===== config.mk =====
export PLATFORM = sky130hd
export DESIGN_NAME = int64_power_overflow_checked
export DESIGN_NICKNAME = d
export VERILOG_FILES = /design/src/rtl/iopc_pkg.sv /design/src/rtl/iopc_mul.sv /design/src/rtl/iopc_dpath.sv /design/src/rtl/iopc_ctrl.sv /design/src/rtl/int64_power_overflow_checked.sv
export SDC_FILE = /design/constraint.sdc
export NUM_CORES = 2
export LEC_CHECK = 0
export ABC_AREA = 1
export BUFFER_PORTS_ARGS = -buffer_cell sky130_fd_sc_hd__buf_4
export CORE_MARGIN = 3
export CORE_UTILIZATION = 45
export CTS_BUF_LIST = sky130_fd_sc_hd__clkbuf_2
export CTS_CLUSTER_DIAMETER = 100
export DETAILED_ROUTE_END_ITERATION = 7
export SLEW_MARGIN = 30
export SYNTH_ARGS = -nofsm -noshare
export SYNTH_HDL_FRONTEND = slang
export SYNTH_SLANG_ARGS = --single-unit

===== constraint.sdc =====
create_clock -name clock -period 18.06 [get_ports clock]
set_input_delay 1.806 -clock clock [delete_from_list [all_inputs] [get_ports clock]]
set_output_delay 1.806 -clock clock [all_outputs]
set_load 0.02 [all_outputs]

===== src/rtl/iopc_pkg.sv =====
// ----------------------------------------------------------------------------
// iopc_pkg
// Shared types and constants for the checked integer power block.
// ----------------------------------------------------------------------------
`default_nettype none

package iopc_pkg;

   // Field width of the transfer payloads, fixed by the interface.
   localparam int FIELD_W = 64;

   typedef struct packed {
      logic signed [FIELD_W-1:0] base;
      logic signed [FIELD_W-1:0] exponent;
   } req_type;

   typedef struct packed {
      logic signed [FIELD_W-1:0] power;
      logic                      overflow;
   } rsp_type;

   // Controller to datapath commands.
   typedef struct packed {
      logic load;
      logic start_r;
      logic start_sq;
      logic latch_r;
      logic latch_sq;
      logic shift_e;
      logic set_ovf;
      logic fin;
   } cmd_type;

   // Datapath to controller status.
   typedef struct packed {
      logic trivial;
      logic e_bit0;
      logic e_rest_zero;
      logic sq_big;
      logic mul_done;
      logic mul_big;
   } stat_type;

endpackage : iopc_pkg

`default_nettype wire


===== src/rtl/iopc_mul.sv =====
// ----------------------------------------------------------------------------
// iopc_mul
// Unsigned multiplier, one quarter of the second operand per cycle.
// ----------------------------------------------------------------------------
`default_nettype none

module iopc_mul #(
   parameter int W = 64
) (
   input  logic         clock,
   input  logic         reset,
   input  logic         start,
   input  logic [W-1:0] a,
   input  logic [W-1:0] b,
   output logic         done,
   output logic         big,
   output logic [W-1:0] lo
);
   localparam int NQ    = 4;
   localparam int Q     = (W + NQ - 1) / NQ;
   localparam int BP    = NQ * Q;
   localparam int PW    = W + BP;
   localparam int PPW   = W + Q;
   localparam int CNT_W = $clog2(NQ);

   logic [W-1:0]     a_ff;
   logic [BP-1:0]    b_sh_ff, b_sh_in;
   logic [PW-1:0]    acc_ff, acc_in;
   logic [CNT_W-1:0] cnt_ff, cnt_in;
   logic             busy_ff, busy_in;
   logic             done_ff, done_in;
   logic [PPW-1:0]   pp;
   logic [W-1:0]     half;

   // partial product of a against the current top chunk
   assign pp   = PPW'(a_ff) * PPW'(b_sh_ff[BP-1 -: Q]);
   assign half = W'(1) << (W - 1);

   always_comb begin
      b_sh_in = b_sh_ff;
      acc_in  = acc_ff;
      cnt_in  = cnt_ff;
      busy_in = busy_ff;
      done_in = 1'b0;
      if (start) begin
         b_sh_in = BP'(b);
         acc_in  = '0;
         cnt_in  = '0;
         busy_in = 1'b1;
      end else if (busy_ff) begin
         acc_in  = {acc_ff[PW-Q-1:0], {Q{1'b0}}} + PW'(pp);
         b_sh_in = b_sh_ff << Q;
         cnt_in  = cnt_ff + CNT_W'(1);
         if (cnt_ff == CNT_W'(NQ - 1)) begin
            busy_in = 1'b0;
            done_in = 1'b1;
         end
      end
   end

   always_ff @(posedge clock) begin
      if (start) begin
         a_ff <= a;
      end
      b_sh_ff <= b_sh_in;
      acc_ff  <= acc_in;
      cnt_ff  <= cnt_in;
      if (reset) begin
         busy_ff <= 1'b0;
         done_ff <= 1'b0;
      end else begin
         busy_ff <= busy_in;
         done_ff <= done_in;
      end
   end

   assign done = done_ff;
   assign lo   = acc_ff[W-1:0];
   assign big  = (acc_ff[PW-1:W] != '0) || (acc_ff[W-1:0] > half);

endmodule : iopc_mul

`default_nettype wire


===== src/rtl/iopc_dpath.sv =====
// ----------------------------------------------------------------------------
// iopc_dpath
// Operand registers, square-and-multiply datapath and result register.
// ----------------------------------------------------------------------------
`default_nettype none

module iopc_dpath #(
   parameter int W = 64
) (
   input  logic              clock,
   input  logic              reset,
   input  iopc_pkg::req_type req_data,
   input  iopc_pkg::cmd_type cmd,
   output iopc_pkg::stat_type stat,
   output iopc_pkg::rsp_type rsp_data
);
   import iopc_pkg::*;

   logic [W-1:0]       base_w, exp_w, mag, half, mul_a, mul_lo, res_mag, res_w;
   logic               bneg, eneg, ezero, mag_le1;
   logic [W-1:0]       r_ff, sq_ff;
   logic [W-2:0]       e_rem_ff;
   logic               sq_big_ff, ovf_ff, odd_ff, bneg_ff, trivial_ff;
   logic [FIELD_W-1:0] power_ff;
   logic               ovf_out_ff;
   logic               mul_done, mul_big, rneg, ovf_fin;

   assign half    = W'(1) << (W - 1);
   assign base_w  = req_data.base[W-1:0];
   assign exp_w   = req_data.exponent[W-1:0];
   assign bneg    = base_w[W-1];
   assign eneg    = exp_w[W-1];
   assign ezero   = (exp_w == '0);
   assign mag     = bneg ? (W'(0) - base_w) : base_w;
   assign mag_le1 = (mag[W-1:1] == '0);

   assign mul_a = cmd.start_sq ? sq_ff : r_ff;

   iopc_mul #(.W(W)) u_mul (
      .clock (clock),
      .reset (reset),
      .start (cmd.start_r | cmd.start_sq),
      .a     (mul_a),
      .b     (sq_ff),
      .done  (mul_done),
      .big   (mul_big),
      .lo    (mul_lo)
   );

   // sign and range check on the final magnitude
   assign rneg    = bneg_ff && odd_ff && (r_ff != '0);
   assign ovf_fin = ovf_ff || (rneg ? (r_ff > half) : (r_ff >= half));
   assign res_mag = rneg ? (W'(0) - r_ff) : r_ff;
   assign res_w   = ovf_fin ? '0 : res_mag;

   always_ff @(posedge clock) begin
      if (cmd.load) begin
         // zero for a negative exponent or a zero base with a nonzero exponent, else the empty product
         r_ff       <= (eneg || (!ezero && (mag == '0))) ? W'(0) : W'(1);
         sq_ff      <= mag;
         sq_big_ff  <= 1'b0;
         ovf_ff     <= 1'b0;
         e_rem_ff   <= exp_w[W-2:0];
         odd_ff     <= exp_w[0];
         bneg_ff    <= bneg;
         trivial_ff <= eneg || ezero || mag_le1;
      end else begin
         if (cmd.latch_r) begin
            r_ff <= mul_lo;
            if (mul_big) begin
               ovf_ff <= 1'b1;
            end
         end
         if (cmd.latch_sq) begin
            sq_ff <= mul_lo;
            if (mul_big) begin
               sq_big_ff <= 1'b1;
            end
         end
         if (cmd.shift_e) begin
            e_rem_ff <= e_rem_ff >> 1;
         end
         if (cmd.set_ovf) begin
            ovf_ff <= 1'b1;
         end
      end
      if (cmd.fin) begin
         power_ff   <= FIELD_W'(res_w);
         ovf_out_ff <= ovf_fin;
      end
   end

   assign stat.trivial     = trivial_ff;
   assign stat.e_bit0      = e_rem_ff[0];
   assign stat.e_rest_zero = (e_rem_ff[W-2:1] == '0);
   assign stat.sq_big      = sq_big_ff;
   assign stat.mul_done    = mul_done;
   assign stat.mul_big     = mul_big;

   assign rsp_data.power    = power_ff;
   assign rsp_data.overflow = ovf_out_ff;

endmodule : iopc_dpath

`default_nettype wire


===== src/rtl/iopc_ctrl.sv =====
// ----------------------------------------------------------------------------
// iopc_ctrl
// Sequencer for the square-and-multiply loop and the handshakes.
// ----------------------------------------------------------------------------
`default_nettype none

module iopc_ctrl (
   input  logic                clock,
   input  logic                reset,
   input  logic                req_valid,
   output logic                req_stall,
   output logic                rsp_valid,
   input  logic                rsp_stall,
   input  iopc_pkg::stat_type  stat,
   output iopc_pkg::cmd_type   cmd
);
   import iopc_pkg::*;

   typedef enum logic [5:0] {
      ST_IDLE   = 6'b000001,
      ST_CHECK  = 6'b000010,
      ST_MUL_R  = 6'b000100,
      ST_NEXT   = 6'b001000,
      ST_MUL_SQ = 6'b010000,
      ST_DONE   = 6'b100000
   } state_type;

   state_type state_ff, state_in;
   logic      rsp_valid_ff, rsp_valid_in;
   logic      out_free;

   assign req_stall = (state_ff != ST_IDLE);
   assign out_free  = !rsp_valid_ff || !rsp_stall;

   always_comb begin
      state_in = state_ff;
      cmd      = '0;
      case (state_ff)
         ST_IDLE: begin
            if (req_valid) begin
               cmd.load = 1'b1;
               state_in = ST_CHECK;
            end
         end
         ST_CHECK: begin
            if (stat.trivial) begin
               state_in = ST_DONE;
            end else if (stat.e_bit0 && stat.sq_big) begin
               // this square is already past the range and is a factor
               cmd.set_ovf = 1'b1;
               state_in    = ST_DONE;
            end else if (stat.e_bit0) begin
               cmd.start_r = 1'b1;
               state_in    = ST_MUL_R;
            end else begin
               state_in = ST_NEXT;
            end
         end
         ST_MUL_R: begin
            if (stat.mul_done) begin
               cmd.latch_r = 1'b1;
               state_in    = stat.mul_big ? ST_DONE : ST_NEXT;
            end
         end
         ST_NEXT: begin
            cmd.shift_e = 1'b1;
            if (stat.e_rest_zero) begin
               state_in = ST_DONE;
            end else if (stat.sq_big) begin
               cmd.set_ovf = 1'b1;
               state_in    = ST_DONE;
            end else begin
               cmd.start_sq = 1'b1;
               state_in     = ST_MUL_SQ;
            end
         end
         ST_MUL_SQ: begin
            if (stat.mul_done) begin
               cmd.latch_sq = 1'b1;
               state_in     = ST_CHECK;
            end
         end
         ST_DONE: begin
            if (out_free) begin
               cmd.fin  = 1'b1;
               state_in = ST_IDLE;
            end
         end
         default: begin
            state_in = ST_IDLE;
         end
      endcase
   end

   always_comb begin
      rsp_valid_in = rsp_valid_ff;
      if (cmd.fin) begin
         rsp_valid_in = 1'b1;
      end else if (rsp_valid_ff && !rsp_stall) begin
         rsp_valid_in = 1'b0;
      end
   end

   always_ff @(posedge clock) begin
      if (reset) begin
         state_ff     <= ST_IDLE;
         rsp_valid_ff <= 1'b0;
      end else begin
         state_ff     <= state_in;
         rsp_valid_ff <= rsp_valid_in;
      end
   end

   assign rsp_valid = rsp_valid_ff;

endmodule : iopc_ctrl

`default_nettype wire


===== src/rtl/int64_power_overflow_checked.sv =====
// ----------------------------------------------------------------------------
// int64_power_overflow_checked
// Signed integer power with overflow detection, square-and-multiply.
// ----------------------------------------------------------------------------
//
//   channel   dir   payload    transfer when
//   req_      in    req_type   req_valid  && !req_stall
//   rsp_      out   rsp_type   rsp_valid  && !rsp_stall
//
// Loop: skipped for a negative or zero exponent, or a base of 0, +1 or -1.
//   Otherwise one pass per exponent bit examined; the shared multiplier
//   forms one quarter-width partial product per cycle, and the loop stops
//   once the running square or the running product leaves the range.
// Reset: synchronous, clears the sequencer and the result valid flag.
// Stalls: a finished result sits in the output register; the next request
//   is taken while it waits, and only the final write blocks on rsp_stall.
//
`default_nettype none

module int64_power_overflow_checked #(
   parameter int DATA_WIDTH = 64
) (
   input  logic              clock,
   input  logic              reset,
   input  logic              req_valid,
   output logic              req_stall,
   input  iopc_pkg::req_type req_data,
   output logic              rsp_valid,
   input  logic              rsp_stall,
   output iopc_pkg::rsp_type rsp_data
);
   import iopc_pkg::*;

   cmd_type  cmd;   // sequencer commands
   stat_type stat;  // loop status back to the sequencer

   // Control: one-hot sequencer, owns both handshakes.
   iopc_ctrl u_ctrl (
      .clock     (clock),
      .reset     (reset),
      .req_valid (req_valid),
      .req_stall (req_stall),
      .rsp_valid (rsp_valid),
      .rsp_stall (rsp_stall),
      .stat      (stat),
      .cmd       (cmd)
   );

   // Data: magnitude, running square, running product and result register.
   // Bits of the fields above DATA_WIDTH are ignored on input, zero on output.
   iopc_dpath #(.W(DATA_WIDTH)) u_dpath (
      .clock    (clock),
      .reset    (reset),
      .req_data (req_data),
      .cmd      (cmd),
      .stat     (stat),
      .rsp_data (rsp_data)
   );

endmodule : int64_power_overflow_checked

`default_nettype wire


## Word-level counts from Yosys, hierarchy flattened

Index checks and enable logic that the tools add are counted.

- Output and inout port bits: 67
- Logic and storage cells: 124
- Register bits: 528
- Input port bits: 132

- Muxes and demuxes: 53
- Bitwise gates (word level): 2
- Equality and inequality tests: 12
- Add/sub/neg operators: 4
- $mul: 1
- Reductions and logical operators: 31
- Order comparisons: 3

Operators with widths:

| operator | number |
|---|---|
| 64-bit two-way mux | 9 |
| 128-bit by 80-bit adder with 128-bit output | 1 |
| 64-bit greater-than comparator, second input constant | 2 |
| 64-bit zero test | 2 |
| 64-bit nonzero test | 2 |
| 1-bit by 64-bit subtractor with 64-bit output, first input constant | 2 |
| 63-bit two-way mux | 2 |
| 64-bit by 16-bit multiplier with 80-bit output | 1 |
| 64-bit greater-or-equal comparator, second input constant | 1 |
| 63-bit zero test | 1 |
| 62-bit zero test | 1 |
| 6-bit two-way mux | 9 |
| 6-bit case mux with 6 select lines | 1 |
| 1-bit two-way mux | 30 |
| 2-bit nonzero test | 7 |
| 6-bit by 1-bit equality test with 1-bit output, second input constant | 1 |
| 6-bit by 2-bit equality test with 1-bit output, second input constant | 1 |
| 6-bit by 3-bit equality test with 1-bit output, second input constant | 1 |
| 6-bit by 4-bit equality test with 1-bit output, second input constant | 1 |
| 6-bit by 5-bit equality test with 1-bit output, second input constant | 1 |
| 6-bit equality test, second input constant | 1 |
| 1-bit logical OR | 6 |
| 2-bit by 1-bit inequality test with 1-bit output, second input constant | 3 |
| 6-bit by 1-bit inequality test with 1-bit output, second input constant | 1 |
| 12 further kinds | 19 |

## Logic depth before layout (Yosys ltp)

- Word-level depth: 7
- Depth in mapped cells: 33
- Depth with buffers taken out: 31

## Modules after synthesis

A second synthesis with hierarchy kept.

- Cell total of the unflattened synthesis: 9176
- Area, all modules: 66368.7 µm²

Modules (own cells, without submodules):

| module | times used | sequential area each (µm²) | cells an instance | area each (µm²) |
|---|---|---|---|---|
| iopc_mul | 1 | 6486.2 | 7014 | 50158.1 |
| iopc_dpath | 1 | 7817.5 | 2080 | 15685.0 |
| iopc_ctrl | 1 | 140.1 | 82 | 525.5 |

## Least setup slack after synthesis

Ideal clock, no wire load.

- Kind: reg2reg
- Start: register u_dpath.u_mul.b_sh_ff[49]
- End: register u_dpath.u_mul.acc_ff[95]
- Cell stages (with the launch flop): 29
- Data required time: 17945 ps
- Arrival time: 5725 ps
- Clock period less this slack: 5841 ps
- Buffers on the path: 2
- Library setup time: 115 ps
- Path slack: 12219 ps
- Path through: edfxtp_1 -> clkbuf_1 -> clkbuf_1 -> nand2_1 -> fa_1 -> inv_1 -> fa_1 -> inv_1 -> fa_1 -> inv_1 -> fa_1 -> fa_1 -> inv_1 -> fa_1 -> inv_1 -> ha_1 -> nand2_1 -> nor2_1 -> inv_1 -> nor2_1 -> inv_1 -> nor2_1 -> inv_1 -> nor4_1 -> nand2_1 -> nand2_1 -> nor2_1 -> o21ai_0 -> inv_1

- Cells in the longest elaborated chain, start to end: 2

RTL lines:

| what | RTL line | text |
|---|---|---|
| from (decl) | iopc_mul.sv:27 | `logic [BP-1:0] b_sh_ff, b_sh_in;` |
| from (signal assigned) | iopc_mul.sv:65 | `b_sh_ff <= b_sh_in;` |
| 64-bit by 16-bit multiplier with 80-bit output | iopc_mul.sv:36 | `assign pp = PPW'(a_ff) * PPW'(b_sh_ff[BP-1 -: Q]);` |
| 128-bit by 80-bit adder with 128-bit output | iopc_mul.sv:51 | `acc_in = {acc_ff[PW-Q-1:0], {Q{1'b0}}} + PW'(pp);` |
| to (signal assigned) | iopc_mul.sv:66 | `acc_ff <= acc_in;` |
| to (decl) | iopc_mul.sv:28 | `logic [PW-1:0] acc_ff, acc_in;` |

No other way between the ends.
A chain may end at the register's enable or synchronous reset.

## Final worst setup path

- Start: register u_dpath.u_mul.b_sh_ff[59]
- End: register u_dpath.u_mul.acc_ff[55]

The elaborated chain is that of the path after synthesis.

==> flow_summary.toml <==
[outcome]
status = "completed"

[pwr]
fin_total_pwr_mw = 12.32
leakagePower_nw = 35.77
ir_worst_vdd_mv = 0.1751
powerDensity_nw_per_um2 = 176.4

[die]
core-area_sq_um = 143800
io-pin-count = 199
dieArea_sq_um = 149700
fp.dieW_um = 386.9
die_h_um = 386.9
std_cell_rows = 139
initial_utilization_pct = 45.40

[timing]
rsz0062_at_grt = "false"
hold_violations = 0
fin_setup_tns_ps = 0
slew_violations = 0
tightest_slew_ps = 1069
slew_headroom_pct = 28.76
setup_viol = 0
timing.final.crit_share_pct = 44.62
clock_skew_ps = 117.1
period_needed_ps = 8058
fmax_mhz = 124.1
setup_slack_ps = 10000

[drt]
viasPerCell = 5.322
drt-total-wl_um = 256400
wl_per_cell_um = 23.74
vias = 57486
route.detailed.drc = 0
drtAntennaViolNets = 0
drt_iter0_drc = 5622
firstDrtPassIters = 8

[layout]
final_util_pct = 48.54
area_growth_pct = 6.919
drive_above_1_share_pct = 7.402
nFillCells = 14697
fin_nets = 10008

[clock_tree]
cts_buffers = 149
hold_buffers = 0
cts_tree = "done"
path_clk_slew_ps = 120
cts_root_buf = "clkbuf_2"
insertion_delay_ps = 1510
post_cts_resized = 0
htreeDepth = 4
cts_sinks = 528
cts_setup_buffers = 0
clock_path_buffers = 3

[placement]
pre_cts_ws_ps = 10100
place.gp.congestion = 1.039
portBuffers = 198
dpl.hpwl_um = 207800

[setup_path]
worstPathRequired_ps = 19400
worst_ep_arrival_time_ps = 9400
worstSetupStartpointType = "flip-flop"
crit_fanout = 40
criticalPathCategory = "reg -> reg"
cp-end-kind = "flip-flop"

[yosys]
async_flop_share_pct = 0
syn_inst = 8711
synth_edf_count = 387
yosys_warnings = 0
avgSynthCellArea_sq_um = 7.496
synth-seq-cells = 528
synth.distinct_cells = 63
synth-seq-area-share_pct = 22.12
synthFlopType = "edfxtp_1"
syn_area_sq_um = 65300
synth_nets = 9945

[global_routing]
antenna_found_initial = 8
first_global_vias = 57247
grt_max_degree = 217
overflow = 0
grtUsageTotal_pct = 34.26
grt_pass1_wl_um = 378200

[flow_run]
maxCapViolCount = 0

[hold_path]
hold_path_class = "reg -> reg"
==> critical path, cell delays in order, from the launching register on <==
cell	delay, ps
edfxtp_1	350
buf_4	370
buf_4	620
nand2_1	160
fa_1	530
inv_1	50
fa_1	560
fa_1	450
fa_1	500
fa_1	500
inv_1	60
fa_1	490
inv_1	70
ha_1	610
nand2_1	170
nor2_1	190
inv_1	80
nor2_1	250
inv_1	140
nor2_1	140
inv_1	140
o211ai_1	850
xor2_1	320
o21ai_0	240
inv_1	60
==> where the power goes <==
part | internal (mW) | switching [mW]
sequential | 1.59 | 0.232
clock | 0.349 | 0.605
combinational | 2.60 | 6.94
total | 4.54 | 7.78
==> Yosys cell counts, types with 25 or more instances <==
library cell | instances | area [sq um]
inv_1 | 2223 | 8344
nand2_1 | 2156 | 8093
fa_1 | 930 | 18620
nor2_1 | 815 | 3059
edfxtp_1 | 387 | 11620
a21oi_1 | 369 | 1847
o21ai_0 | 320 | 1602
clkbuf_1 | 276 | 1036
nand3_1 | 222 | 1111
ha_1 | 172 | 2152
dfxtp_1 | 141 | 2823
nand4_1 | 109 | 681.9
nor3_1 | 86 | 430.4
xor2_1 | 69 | 604.3
o21bai_1 | 63 | 473.0
buf_2 | 50 | 250.2
nor4_1 | 49 | 306.5
buf_1 | 25 | 93.84
==> flip-flops by register name, summed over array words and instances (netlist names) <==
signal,count
u_dpath.u_mul.busy_ff,1
u_dpath.e_rem_ff,63
u_dpath.odd_ff,1
u_dpath.power_ff,64
u_dpath.u_mul.a_ff,64
u_ctrl.state_ff,6
u_dpath.sq_big_ff,1
u_dpath.sq_ff,64
u_dpath.u_mul.b_sh_ff,64
u_dpath.ovf_ff,1
u_dpath.u_mul.cnt_ff,2
u_dpath.r_ff,64
u_dpath.u_mul.acc_ff,128
u_dpath.u_mul.done,1
u_dpath.bneg_ff,1
u_dpath.ovf_out_ff,1
u_ctrl.rsp_valid,1
u_dpath.trivial_ff,1
==> stage by stage <==
step,hold WS [ps],instances,cell area (sq um)
after floorplan,444.7,8711,65300
after global placement,454.0,10521,68290
after detailed placement,463.3,10524,68340
after CTS,375.8,10791,69750
after global routing,464.3,10797,69800
final,476.4,10802,69810
==> layout make-up <==
class | instances | area, sq um | area share [%]
clock inverters | 43 | 282.8 | 0.4050
repair buffers | 281 | 2190 | 3.136
well taps | 1903 | 2381 | 3.411
inverters | 2239 | 8407 | 12.04
flip-flops and latches | 528 | 14450 | 20.69
clock buffers | 224 | 1121 | 1.606
diodes | 9 | 22.52 | 0.03226
multi-input cells | 5575 | 40960 | 58.67
==> layout by cell type, fill, tap and decap left out, types with 8 or more instances in the layout <==
cell type  instances
nand2_1         2154
nor3_1            86
nand3b_1          18
nor2_2            12
nand4_1          109
o21ai_1           13
buf_4            273
o21bai_1          63
nor2_1           814
xnor2_1           19
clkinv_1          23
a21o_1             8
nand2_2           13
inv_2             16
dfxtp_1          140
inv_1           2223
ha_1             172
nand3_1          222
a21oi_1          368
clkbuf_2         224
fa_1             930
edfxtp_1         387
xor2_1            69
nor3b_2           22
nor4_1            49
o21ai_0          319
nor2_4            14
o21a_1            13
diode_2            9
==> worst paths after layout <==
kind / from / end / slack (ps) / cells past startpoint
max: u_dpath.u_mul.b_sh_ff[59]$_DFFE_PP_ / u_dpath.u_mul.acc_ff[55]$_SDFFE_PP0P_ / 10000 / 24
min: u_dpath.u_mul.cnt_ff[1]$_SDFFE_PP0P_ / u_dpath.u_mul.cnt_ff[1]$_SDFFE_PP0P_ / 480 / 2
max reg2reg: u_dpath.u_mul.b_sh_ff[59]$_DFFE_PP_ / u_dpath.u_mul.acc_ff[55]$_SDFFE_PP0P_ / 10000 / 24
min reg2reg: u_dpath.u_mul.cnt_ff[1]$_SDFFE_PP0P_ / u_dpath.u_mul.cnt_ff[1]$_SDFFE_PP0P_ / 480 / 2
==> layer usage <==
metal	part of all wire (%)	track usage, %	vias to the layer above
met5	0.011	0	-
met4	5.1	15.06	4
met3	7.7	5.354	500
met2	46	54.83	2614
met1	41	46.15	28328
li1	-	-	26040
==> cells by family after synthesis <==
family                     Yosys count  synth area share [%]
adders and majority gates         1102                 31.81
muxes                                4               0.06706
buffers and inverters             2608                 15.25
DFF                                528                 22.12
AOI/OAI and AO/OA                  816                 6.791
xor gates and xnor gates            89                 1.205
and+or+nand+nor                   3564                 22.76
(Power assumes the default switching activity.)
